File: src/rtl/wsd_pkg.sv
`timescale 1ns / 1ps
// ----------------------------------------------------------------------------
// wsd_pkg
// Shared types, codes and constants of the websocket frame deframer.
// ----------------------------------------------------------------------------
package wsd_pkg;

    localparam int unsigned TOTAL_BITS_DEFAULT = 32;
    localparam logic [31:0] MAX_MESSAGE_RESET  = 32'(4 << 20);

    // header byte fields
    localparam int unsigned FIN_BIT    = 7;
    localparam int unsigned MASK_BIT   = 7;
    localparam logic [6:0]  LEN16_CODE = 7'd126;
    localparam logic [6:0]  LEN64_CODE = 7'd127;

    // header byte counter
    localparam int unsigned CNT_W       = 3;
    localparam logic [2:0]  EXT16_LAST  = 3'd1;
    localparam logic [2:0]  EXT64_LAST  = 3'd7;
    localparam logic [2:0]  MASK_LAST   = 3'd3;

    localparam logic [3:0]  OPCODE_CONT  = 4'h0;
    localparam logic [3:0]  OPCODE_CLOSE = 4'h8;
    localparam logic [3:0]  OPCODE_PING  = 4'h9;

    typedef enum logic [5:0] {
        PH_HDR0    = 6'b000001,
        PH_HDR1    = 6'b000010,
        PH_EXT16   = 6'b000100,
        PH_EXT64   = 6'b001000,
        PH_MASK    = 6'b010000,
        PH_PAYLOAD = 6'b100000
    } phase_t;

    typedef enum logic [1:0] {
        EV_BYTE  = 2'd0,
        EV_END   = 2'd1,
        EV_ERROR = 2'd2
    } event_t;

    typedef enum logic [1:0] {
        CH_DATA  = 2'd0,
        CH_PING  = 2'd1,
        CH_CLOSE = 2'd2,
        CH_SKIP  = 2'd3
    } kind_t;

    typedef struct packed {
        logic [1:0] event_res;
        logic [1:0] channel;
        logic [7:0] data_byte;
        logic [3:0] message_opcode;
        logic       last;
    } result_t;

    function automatic kind_t kind_of(input logic [3:0] op);
        kind_t k;
        if (op[3] == 1'b0)
            k = CH_DATA;
        else if (op == OPCODE_PING)
            k = CH_PING;
        else if (op == OPCODE_CLOSE)
            k = CH_CLOSE;
        else
            k = CH_SKIP;
        return k;
    endfunction

endpackage

File: src/rtl/wsd_if.sv
`timescale 1ns / 1ps
// ----------------------------------------------------------------------------
// wsd_in_if / wsd_out_if
// Valid/ready channels of the deframer: received bytes in, parse results out.
// ----------------------------------------------------------------------------
interface wsd_in_if;
    logic       valid;
    logic       ready;
    logic [7:0] rx_byte;

    modport source (output valid, output rx_byte, input ready);
    modport sink   (input valid, input rx_byte, output ready);
endinterface

interface wsd_out_if;
    logic       valid;
    logic       ready;
    logic [1:0] event_res;
    logic [1:0] channel;
    logic [7:0] data_byte;
    logic [3:0] message_opcode;
    logic       last;

    modport source (output valid, output event_res, output channel, output data_byte,
                    output message_opcode, output last, input ready);
    modport sink   (input valid, input event_res, input channel, input data_byte,
                    input message_opcode, input last, output ready);
endinterface

File: src/rtl/wsd_parser.sv
`timescale 1ns / 1ps
// ----------------------------------------------------------------------------
// wsd_parser
// Frame parse state and the per-byte step: header, length, mask key, payload.
// ----------------------------------------------------------------------------
module wsd_parser #(
    parameter int unsigned TOTAL_BITS = wsd_pkg::TOTAL_BITS_DEFAULT
) (
    input  logic                clk,
    input  logic                rst_n,
    input  logic                go,
    input  logic [7:0]          rx_byte,
    input  logic [31:0]         max_message,
    output logic                res_valid,
    output wsd_pkg::result_t    res
);

    localparam int unsigned SUM_W = ((TOTAL_BITS > 32) ? TOTAL_BITS : 32) + 1;

    wsd_pkg::phase_t              phase_reg,  phase_next;
    logic                         fin_reg,    fin_next;
    logic [3:0]                   opcode_reg, opcode_next;
    logic                         mask_reg,   mask_next;
    logic [31:0]                  len_reg,    len_next;
    logic                         len_hi_reg, len_hi_next;
    logic [wsd_pkg::CNT_W-1:0]    cnt_reg,    cnt_next;
    logic [31:0]                  key_reg,    key_next;
    logic [31:0]                  rem_reg,    rem_next;
    logic [1:0]                   pos_reg,    pos_next;
    logic [TOTAL_BITS-1:0]        total_reg,  total_next;
    logic [3:0]                   first_reg,  first_next;
    logic                         halt_reg,   halt_next;

    always_comb
    begin
        logic            hdr_done;
        logic            need_mask;
        logic [31:0]     n_lo;
        logic            n_hi;
        logic [SUM_W-1:0] sum;
        logic            over;
        wsd_pkg::kind_t  kind;
        logic [2:0]      cnt_last;
        logic [7:0]      key_byte;
        logic [7:0]      db;
        logic            done;
        logic [3:0]      first_upd;

        phase_next  = phase_reg;
        fin_next    = fin_reg;
        opcode_next = opcode_reg;
        mask_next   = mask_reg;
        len_next    = len_reg;
        len_hi_next = len_hi_reg;
        cnt_next    = cnt_reg;
        key_next    = key_reg;
        rem_next    = rem_reg;
        pos_next    = pos_reg;
        total_next  = total_reg;
        first_next  = first_reg;
        halt_next   = halt_reg;

        res_valid          = 1'b0;
        res.event_res      = wsd_pkg::EV_BYTE;
        res.channel        = wsd_pkg::CH_DATA;
        res.data_byte      = 8'h00;
        res.message_opcode = first_reg;
        res.last           = 1'b0;

        hdr_done  = 1'b0;
        need_mask = 1'b0;
        n_lo      = len_reg;
        n_hi      = len_hi_reg;
        kind      = wsd_pkg::kind_of(opcode_reg);
        cnt_last  = (phase_reg == wsd_pkg::PH_EXT16) ? wsd_pkg::EXT16_LAST
                                                     : wsd_pkg::EXT64_LAST;
        key_byte  = 8'h00;
        db        = 8'h00;
        done      = 1'b0;
        first_upd = first_reg;
        sum       = '0;
        over      = 1'b0;

        if (!halt_reg)
        begin
            unique case (phase_reg)
                wsd_pkg::PH_HDR0:
                begin
                    fin_next    = rx_byte[wsd_pkg::FIN_BIT];
                    opcode_next = rx_byte[3:0];
                    phase_next  = wsd_pkg::PH_HDR1;
                end
                wsd_pkg::PH_HDR1:
                begin
                    mask_next   = rx_byte[wsd_pkg::MASK_BIT];
                    key_next    = 32'h0;
                    cnt_next    = '0;
                    len_next    = 32'h0;
                    len_hi_next = 1'b0;
                    if (rx_byte[6:0] == wsd_pkg::LEN16_CODE)
                        phase_next = wsd_pkg::PH_EXT16;
                    else if (rx_byte[6:0] == wsd_pkg::LEN64_CODE)
                        phase_next = wsd_pkg::PH_EXT64;
                    else
                    begin
                        len_next  = {25'h0, rx_byte[6:0]};
                        n_lo      = {25'h0, rx_byte[6:0]};
                        n_hi      = 1'b0;
                        hdr_done  = 1'b1;
                        need_mask = rx_byte[wsd_pkg::MASK_BIT];
                    end
                end
                wsd_pkg::PH_EXT16, wsd_pkg::PH_EXT64:
                begin
                    // bytes shifted past bit 31 only matter as nonzero
                    len_next    = {len_reg[23:0], rx_byte};
                    len_hi_next = len_hi_reg | (len_reg[31:24] != 8'h00);
                    cnt_next    = cnt_reg + 3'd1;
                    if (cnt_reg == cnt_last)
                    begin
                        cnt_next  = '0;
                        n_lo      = len_next;
                        n_hi      = len_hi_next;
                        hdr_done  = 1'b1;
                        need_mask = mask_reg;
                    end
                end
                wsd_pkg::PH_MASK:
                begin
                    key_next = {key_reg[23:0], rx_byte};
                    cnt_next = cnt_reg + 3'd1;
                    if (cnt_reg == wsd_pkg::MASK_LAST)
                    begin
                        cnt_next = '0;
                        hdr_done = 1'b1;
                    end
                end
                wsd_pkg::PH_PAYLOAD:
                begin
                    unique case (pos_reg)
                        2'd0:    key_byte = key_reg[31:24];
                        2'd1:    key_byte = key_reg[23:16];
                        2'd2:    key_byte = key_reg[15:8];
                        default: key_byte = key_reg[7:0];
                    endcase
                    db       = rx_byte ^ key_byte;
                    pos_next = pos_reg + 2'd1;
                    if (rem_reg != 32'h0)
                        rem_next = rem_reg - 32'h1;
                    done = (rem_reg <= 32'h1);
                    if (done)
                        phase_next = wsd_pkg::PH_HDR0;
                    res.data_byte = db;
                    unique case (kind)
                        wsd_pkg::CH_DATA:
                        begin
                            res_valid = 1'b1;
                            res.last  = done & fin_reg;
                            if (done & fin_reg)
                            begin
                                total_next = '0;
                                first_next = 4'h0;
                            end
                        end
                        wsd_pkg::CH_PING:
                        begin
                            res_valid   = 1'b1;
                            res.channel = wsd_pkg::CH_PING;
                            res.last    = done;
                        end
                        wsd_pkg::CH_CLOSE:
                        begin
                            res_valid   = 1'b1;
                            res.channel = wsd_pkg::CH_CLOSE;
                            res.last    = done;
                            if (done)
                                halt_next = 1'b1;
                        end
                        default:
                        begin
                            res_valid = 1'b0;
                        end
                    endcase
                end
                default:
                begin
                    phase_next = wsd_pkg::PH_HDR0;
                end
            endcase

            sum  = SUM_W'(total_reg) + SUM_W'(n_lo);
            over = n_hi || (n_lo > max_message) || (sum > SUM_W'(max_message));

            if (hdr_done && need_mask)
                phase_next = wsd_pkg::PH_MASK;
            else if (hdr_done && over)
            begin
                halt_next     = 1'b1;
                res_valid     = 1'b1;
                res.event_res = wsd_pkg::EV_ERROR;
                res.channel   = (kind == wsd_pkg::CH_SKIP) ? wsd_pkg::CH_DATA : kind;
            end
            else if (hdr_done)
            begin
                rem_next = n_lo;
                pos_next = 2'd0;
                if (kind == wsd_pkg::CH_DATA)
                begin
                    // running total saturates at its own width
                    if (sum[SUM_W-1:TOTAL_BITS] != '0)
                        total_next = '1;
                    else
                        total_next = sum[TOTAL_BITS-1:0];
                    if (opcode_reg != wsd_pkg::OPCODE_CONT && first_reg == 4'h0)
                        first_upd = opcode_reg;
                    first_next = first_upd;
                end
                res.message_opcode = first_upd;
                res.event_res      = wsd_pkg::EV_END;
                res.last           = 1'b1;
                res.channel        = kind;
                if (n_lo != 32'h0)
                    phase_next = wsd_pkg::PH_PAYLOAD;
                else
                begin
                    phase_next = wsd_pkg::PH_HDR0;
                    unique case (kind)
                        wsd_pkg::CH_DATA:
                        begin
                            // empty non-final fragment gives nothing
                            if (fin_reg)
                            begin
                                res_valid  = 1'b1;
                                total_next = '0;
                                first_next = 4'h0;
                            end
                        end
                        wsd_pkg::CH_PING:
                        begin
                            res_valid = 1'b1;
                        end
                        wsd_pkg::CH_CLOSE:
                        begin
                            res_valid = 1'b1;
                            halt_next = 1'b1;
                        end
                        default:
                        begin
                            res_valid = 1'b0;
                        end
                    endcase
                end
            end
        end
    end

    always_ff @(posedge clk or negedge rst_n)
    begin
        if (!rst_n)
        begin
            phase_reg  <= wsd_pkg::PH_HDR0;
            fin_reg    <= 1'b0;
            opcode_reg <= 4'h0;
            mask_reg   <= 1'b0;
            len_reg    <= 32'h0;
            len_hi_reg <= 1'b0;
            cnt_reg    <= '0;
            key_reg    <= 32'h0;
            rem_reg    <= 32'h0;
            pos_reg    <= 2'd0;
            total_reg  <= '0;
            first_reg  <= 4'h0;
            halt_reg   <= 1'b0;
        end
        else if (go)
        begin
            phase_reg  <= phase_next;
            fin_reg    <= fin_next;
            opcode_reg <= opcode_next;
            mask_reg   <= mask_next;
            len_reg    <= len_next;
            len_hi_reg <= len_hi_next;
            cnt_reg    <= cnt_next;
            key_reg    <= key_next;
            rem_reg    <= rem_next;
            pos_reg    <= pos_next;
            total_reg  <= total_next;
            first_reg  <= first_next;
            halt_reg   <= halt_next;
        end
    end

    a_halt_sticks: assert property (@(posedge clk) disable iff (!rst_n)
        halt_reg |=> halt_reg)
        else $error("halt state left without reset");

    a_error_halts: assert property (@(posedge clk) disable iff (!rst_n)
        (go && res_valid && res.event_res == wsd_pkg::EV_ERROR) |=> halt_reg)
        else $error("error result without halt");

    a_payload_count: assert property (@(posedge clk) disable iff (!rst_n)
        (phase_reg == wsd_pkg::PH_PAYLOAD && !halt_reg) |-> (rem_reg != 32'h0))
        else $error("payload phase with no bytes left");

    a_no_result_halted: assert property (@(posedge clk) disable iff (!rst_n)
        halt_reg |-> !res_valid)
        else $error("result while halted");

endmodule

File: src/rtl/websocket_frame_deframer_top.sv
`timescale 1ns / 1ps
// ----------------------------------------------------------------------------
// websocket_frame_deframer_top
// Receive-side websocket frame parser: one byte in, at most one result out.
// ----------------------------------------------------------------------------
//  port          dir   handshake      payload
//  rx            in    valid/ready    rx_byte
//  res           out   valid/ready    event_res, channel, data_byte,
//                                     message_opcode, last
//  cfg_we/wdata  in    write enable   max_message
//
//  one byte per cycle sustained unless res stalls; each byte is registered in
//  the input register, then the parse step writes its result register
//  the parse step is one pass of logic from the input register, no iteration
//  rx.ready holds high while the result register is empty or being taken
//  asynchronous active-low reset; no clearing pass, bytes taken at once
// ----------------------------------------------------------------------------
module websocket_frame_deframer_top #(
    parameter int unsigned TOTAL_BITS = wsd_pkg::TOTAL_BITS_DEFAULT
) (
    input  logic        clk,
    input  logic        rst_n,
    wsd_in_if.sink      rx,
    wsd_out_if.source   res,
    input  logic        cfg_we,
    input  logic [31:0] cfg_wdata
);

    logic              in_valid_reg, in_valid_next;
    logic [7:0]        in_byte_reg;
    logic              out_valid_reg, out_valid_next;
    wsd_pkg::result_t  out_data_reg;
    logic [31:0]       max_message_reg;
    logic              go;
    logic              step_valid;
    wsd_pkg::result_t  step_res;

    assign go       = in_valid_reg && (!out_valid_reg || res.ready);
    assign rx.ready = !in_valid_reg || go;

    always_comb
    begin
        if (rx.valid && rx.ready)
            in_valid_next = 1'b1;
        else if (go)
            in_valid_next = 1'b0;
        else
            in_valid_next = in_valid_reg;

        if (go)
            out_valid_next = step_valid;
        else if (res.ready)
            out_valid_next = 1'b0;
        else
            out_valid_next = out_valid_reg;
    end

    always_ff @(posedge clk or negedge rst_n)
    begin
        if (!rst_n)
        begin
            in_valid_reg    <= 1'b0;
            out_valid_reg   <= 1'b0;
            max_message_reg <= wsd_pkg::MAX_MESSAGE_RESET;
        end
        else
        begin
            in_valid_reg  <= in_valid_next;
            out_valid_reg <= out_valid_next;
            if (cfg_we)
                max_message_reg <= cfg_wdata;
        end
    end

    always_ff @(posedge clk)
    begin
        if (rx.valid && rx.ready)
            in_byte_reg <= rx.rx_byte;
        if (go)
            out_data_reg <= step_res;
    end

    wsd_parser #(
        .TOTAL_BITS (TOTAL_BITS)
    ) u_parser (
        .clk         (clk),
        .rst_n       (rst_n),
        .go          (go),
        .rx_byte     (in_byte_reg),
        .max_message (max_message_reg),
        .res_valid   (step_valid),
        .res         (step_res)
    );

    assign res.valid          = out_valid_reg;
    assign res.event_res      = out_data_reg.event_res;
    assign res.channel        = out_data_reg.channel;
    assign res.data_byte      = out_data_reg.data_byte;
    assign res.message_opcode = out_data_reg.message_opcode;
    assign res.last           = out_data_reg.last;

endmodule
File: src/flat_wrapper.sv
// flat-port wrapper written by rule: the top's interface ports become plain ports
module websocket_frame_deframer_top_flat 
#(
    parameter int unsigned TOTAL_BITS = wsd_pkg::TOTAL_BITS_DEFAULT
)
  (clk, rst_n, cfg_we, cfg_wdata, rx_valid, rx_rx_byte, rx_ready, res_valid, res_event_res, res_channel, res_data_byte, res_message_opcode, res_last, res_ready);
  wsd_in_if rx_i ();
  wsd_out_if res_i ();
  input  logic clk;
  input  logic rst_n;
  input  logic cfg_we;
  input  logic [31:0] cfg_wdata;
  input wire logic [$bits(rx_i.valid)-1:0] rx_valid;
  input wire logic [$bits(rx_i.rx_byte)-1:0] rx_rx_byte;
  output wire logic [$bits(rx_i.ready)-1:0] rx_ready;
  output wire logic [$bits(res_i.valid)-1:0] res_valid;
  output wire logic [$bits(res_i.event_res)-1:0] res_event_res;
  output wire logic [$bits(res_i.channel)-1:0] res_channel;
  output wire logic [$bits(res_i.data_byte)-1:0] res_data_byte;
  output wire logic [$bits(res_i.message_opcode)-1:0] res_message_opcode;
  output wire logic [$bits(res_i.last)-1:0] res_last;
  input wire logic [$bits(res_i.ready)-1:0] res_ready;
  assign rx_i.valid = rx_valid;
  assign rx_i.rx_byte = rx_rx_byte;
  assign rx_ready = rx_i.ready;
  assign res_valid = res_i.valid;
  assign res_event_res = res_i.event_res;
  assign res_channel = res_i.channel;
  assign res_data_byte = res_i.data_byte;
  assign res_message_opcode = res_i.message_opcode;
  assign res_last = res_i.last;
  assign res_i.ready = res_ready;
  websocket_frame_deframer_top #(.TOTAL_BITS(TOTAL_BITS)) u_core (.clk(clk), .rst_n(rst_n), .rx(rx_i), .res(res_i), .cfg_we(cfg_we), .cfg_wdata(cfg_wdata));
endmodule
File: config.mk
export PLATFORM = sky130hd
export DESIGN_NAME = websocket_frame_deframer_top_flat
export DESIGN_NICKNAME = d
export VERILOG_FILES = /design/src/rtl/wsd_pkg.sv /design/src/rtl/wsd_if.sv /design/src/rtl/wsd_parser.sv /design/src/rtl/websocket_frame_deframer_top.sv /design/src/flat_wrapper.sv
export SDC_FILE = /design/constraint.sdc
export NUM_CORES = 1
export LEC_CHECK = 0
export BUFFER_PORTS_ARGS = -buffer_cell sky130_fd_sc_hd__buf_2
export CAP_MARGIN = 20
export CORE_ASPECT_RATIO = 2
export CORE_UTILIZATION = 55
export CTS_CLUSTER_SIZE = 24
export DETAILED_ROUTE_END_ITERATION = 10
export GPL_ROUTABILITY_DRIVEN = 0
export PLACE_DENSITY = 0.73
export SYNTH_ARGS = -nofsm -noshare
export SYNTH_HDL_FRONTEND = slang
export SYNTH_SLANG_ARGS = --single-unit
File: constraint.sdc
create_clock -name clk -period 20.6 [get_ports clk]
set_clock_uncertainty 0.2 [all_clocks]
set_input_delay 4.12 -clock clk [delete_from_list [all_inputs] [get_ports clk]]
set_output_delay 4.12 -clock clk [all_outputs]
set_load 0.005 [all_outputs]
==> flow_summary.toml <==
[finish]
area_growth_syn_to_fin_pct = 9.905
final_net_count = 1666
layout-drive-gt1-share_pct = 10.39
insertedDiodeCount = 0
final_cells = 1862
final_area_sq_um = 14990

[clocking]
cts_buffer_depth = 3
cts.repair_timing.setup_buffer_count = 0
tritoncts = "yes"
cts_htree_levels = 1
postCtsResizedCells = 0
cts_root_buf = "clkbuf_16"
cts_num_sinks = 210
holdBufCountCts = 0
clock_insertion_delay_worst_skew_ns = 0.53
cts_buffers = 21
path_clk_slew_ns = 0.07

[place]
placed_cells = 1824
hpwl_after_detailed_placement_um = 31900
port_buffers = 63
pre_cts_ws_ns = 11.73
placed_cell_area_sq_um = 14230

[synthesis]
ys_dominant_reg_cell = "dfrtp_1"
synth_seq_area_share_pct = 39.45
netlist_instances = 1488
synthArstFlopShare_pct = 88.10
postSynthNetCount = 1639
synth.distinct_cells = 86
post_synth.cell_area_avg_sq_um = 9.169
synth.cell_area_sq_um = 13640
synth-seq-cells = 210
synthesis.yosys.warnings = 0
count_of_flip_flops_with_a_built_in_enable_after_synthesis = 25

[floorplanning]
design.portCount = 64
die_width_um = 113.4
dieHeight_um = 224.7
start_util_pct = 55.86
dieArea_sq_um = 25480
core_area_sq_um = 24420
row_count = 81

[worst_setup_path]
start_kind = "input pin"
crit_type = "input pin to output port"
crit_path_max_fanout = 3
worstPathArrival_ns = 4.55
regToRegStartpoint = "u_core.u_parser.phase_reg[2]"
critical_path.endpoint_type = "output port"
startpoint = "res_ready"
timing.critical_path.mode_cell = "buf_2"
critical_path.cell_chain = "buf_2 -> nand3b_1 -> buf_2"
slowest_delay_ns = 0.18
crit_required_ns = 16.28
cpMaxStageDelayCell = "nand3b_1"

[timing]
post-route-min-period_ns = 8.869
finalHoldViolations = 0
clock.fmax_mhz = 112.8
layout_worst_path_cycle_share_pct = 43.05
setup_viol = 0
rsz0062_at_grt = "false"
relSlewSlack_pct = 33.38
layout_setup_ws_ns = 11.73
fin_setup_tns_ns = 0
whs_ns = 0.2834
worst-slew-pin-transition_ns = 0.9993
report.final.slew_viol_count = 0

[routing]
totalWireLength_um = 43790
drt_iter0_markers = 805
antenna_left = 0
routed-via-count = 12530
wire_per_inst_um = 23.52
drcViolationCount = 0
first_pass_iters = 6
post_drt_via_cell_ratio = 6.730

[job]
drv.max_cap_violation_count = 0

[hold_path]
min_path_type = "flop to flop"
hold_start = "u_core.u_parser.first_reg[3]"

[global_routing]
grt_antenna_before_repair = 0
grt_overflow_total = 0
grt.total_usage_pct = 35.19
wire_length_of_the_first_global_routing_pass_um = 67420
grt_max_degree = 109
vias_in_the_first_global_route = 12530

[pwr]
peak_supply_drop_v = 0.00007538
leakage_nw = 6.793
power_density_nw_per_um2 = 115.2

[status]
outcome = "finished, final reports clean"
[worst max-delay path, delay by kind of cell]
family / cells / cell delay (ns)
and+or+nand+nor: 1 / 0.18
buffers and inverters: 2 / 0.25
[kinds of logic after synthesis]
logic type,after synthesis,share of synthesized area (%)
AO/OA/AOI/OAI,540,27.06
AND/OR/NAND/NOR,419,15.47
flip-flops,210,39.45
buffers and inverters,162,4.723
adder cells (fa/ha/maj),106,9.776
XOR/XNOR,34,2.183
multiplexers,17,1.330
[stage by stage]
step / total power [mW] / utilization (%)
2_1_floorplan: 1.082 / -
3_3_place_gp: 1.258 / 58.14
3_5_place_dp: 1.282 / 58.25
4_1_cts: 1.715 / 61.39
5_1_grt: 1.825 / 61.39
6_report: 1.727 / 61.39
[cells in the mapped netlist, types with 16 or more instances]
cell type | number | share of area, %
a211oi_1 | 16 | 0.88
a21o_1 | 16 | 0.88
a21oi_1 | 105 | 3.9
a22o_1 | 89 | 5.7
a22oi_1 | 18 | 0.99
a2bb2oi_1 | 20 | 1.3
a31oi_1 | 21 | 0.96
clkbuf_1 | 69 | 1.9
dfrtp_1 | 183 | 34
edfxtp_1 | 25 | 5.5
ha_1 | 105 | 9.6
inv_1 | 83 | 2.3
nand2_1 | 141 | 3.9
nand2b_1 | 17 | 0.78
nand3_1 | 29 | 1.1
nand4_1 | 24 | 1.1
nor2_1 | 73 | 2.0
nor3_1 | 29 | 1.1
nor4_1 | 22 | 1.0
o21ai_0 | 132 | 4.8
or3_1 | 28 | 1.3
xnor2_1 | 21 | 1.3
[path summary, 6_finish.rpt]
kind                                           endpoint  slack [ns]  cells past startpoint
setup reg to reg           u_core.u_parser.phase_reg[1]       12.18                     24
hold / removal             u_core.res.message_opcode[3]        0.28                      0
max in group asynchronous   u_core.u_parser.len_reg[22]       15.11                      2
min in group asynchronous    u_core.u_parser.rem_reg[3]        3.51                      1
hold reg to reg            u_core.res.message_opcode[3]        0.28                      0
setup / recovery                               rx_ready       11.73                      3
[power breakdown]
group	internal (mW)	switching [mW]	leakage, nW
clock	0.255	0.176	0.360
combinational	0.263	0.413	3.80
sequential	0.516	0.103	2.64
total	1.03	0.692	6.79
[final cells by class]
class                      count  area [sq um]
clock buffer                  22         539.3
fill                        2069          9430
clock inverter                16         227.7
timing repair buffer          83         485.5
tap                          332         415.4
multi-input combinational   1116          7632
inverter                      83         311.5
sequential                   210          5383
[routing by layer]
| metal | GRT usage, % | wire length [um] |
|---|---|---|
| met5 | 0 | 0 |
| met4 | 33.15 | 4581 |
| met3 | 5.794 | 2662 |
| met2 | 63.63 | 22660 |
| met1 | 33.03 | 13890 |
[placed cells by master, fill, tap and decap left out, types with 24 or more instances in the layout]
master    count
o21ai_0     132
ha_1        105
edfxtp_1     25
nand4_1      24
a21oi_1     105
a22o_1       89
nor2_1       72
buf_2        62
dfrtp_1     183
inv_1        83
nand3_1      29
nor3_1       28
or3_1        28
nand2_1     141
(Power assumes the default switching activity.)
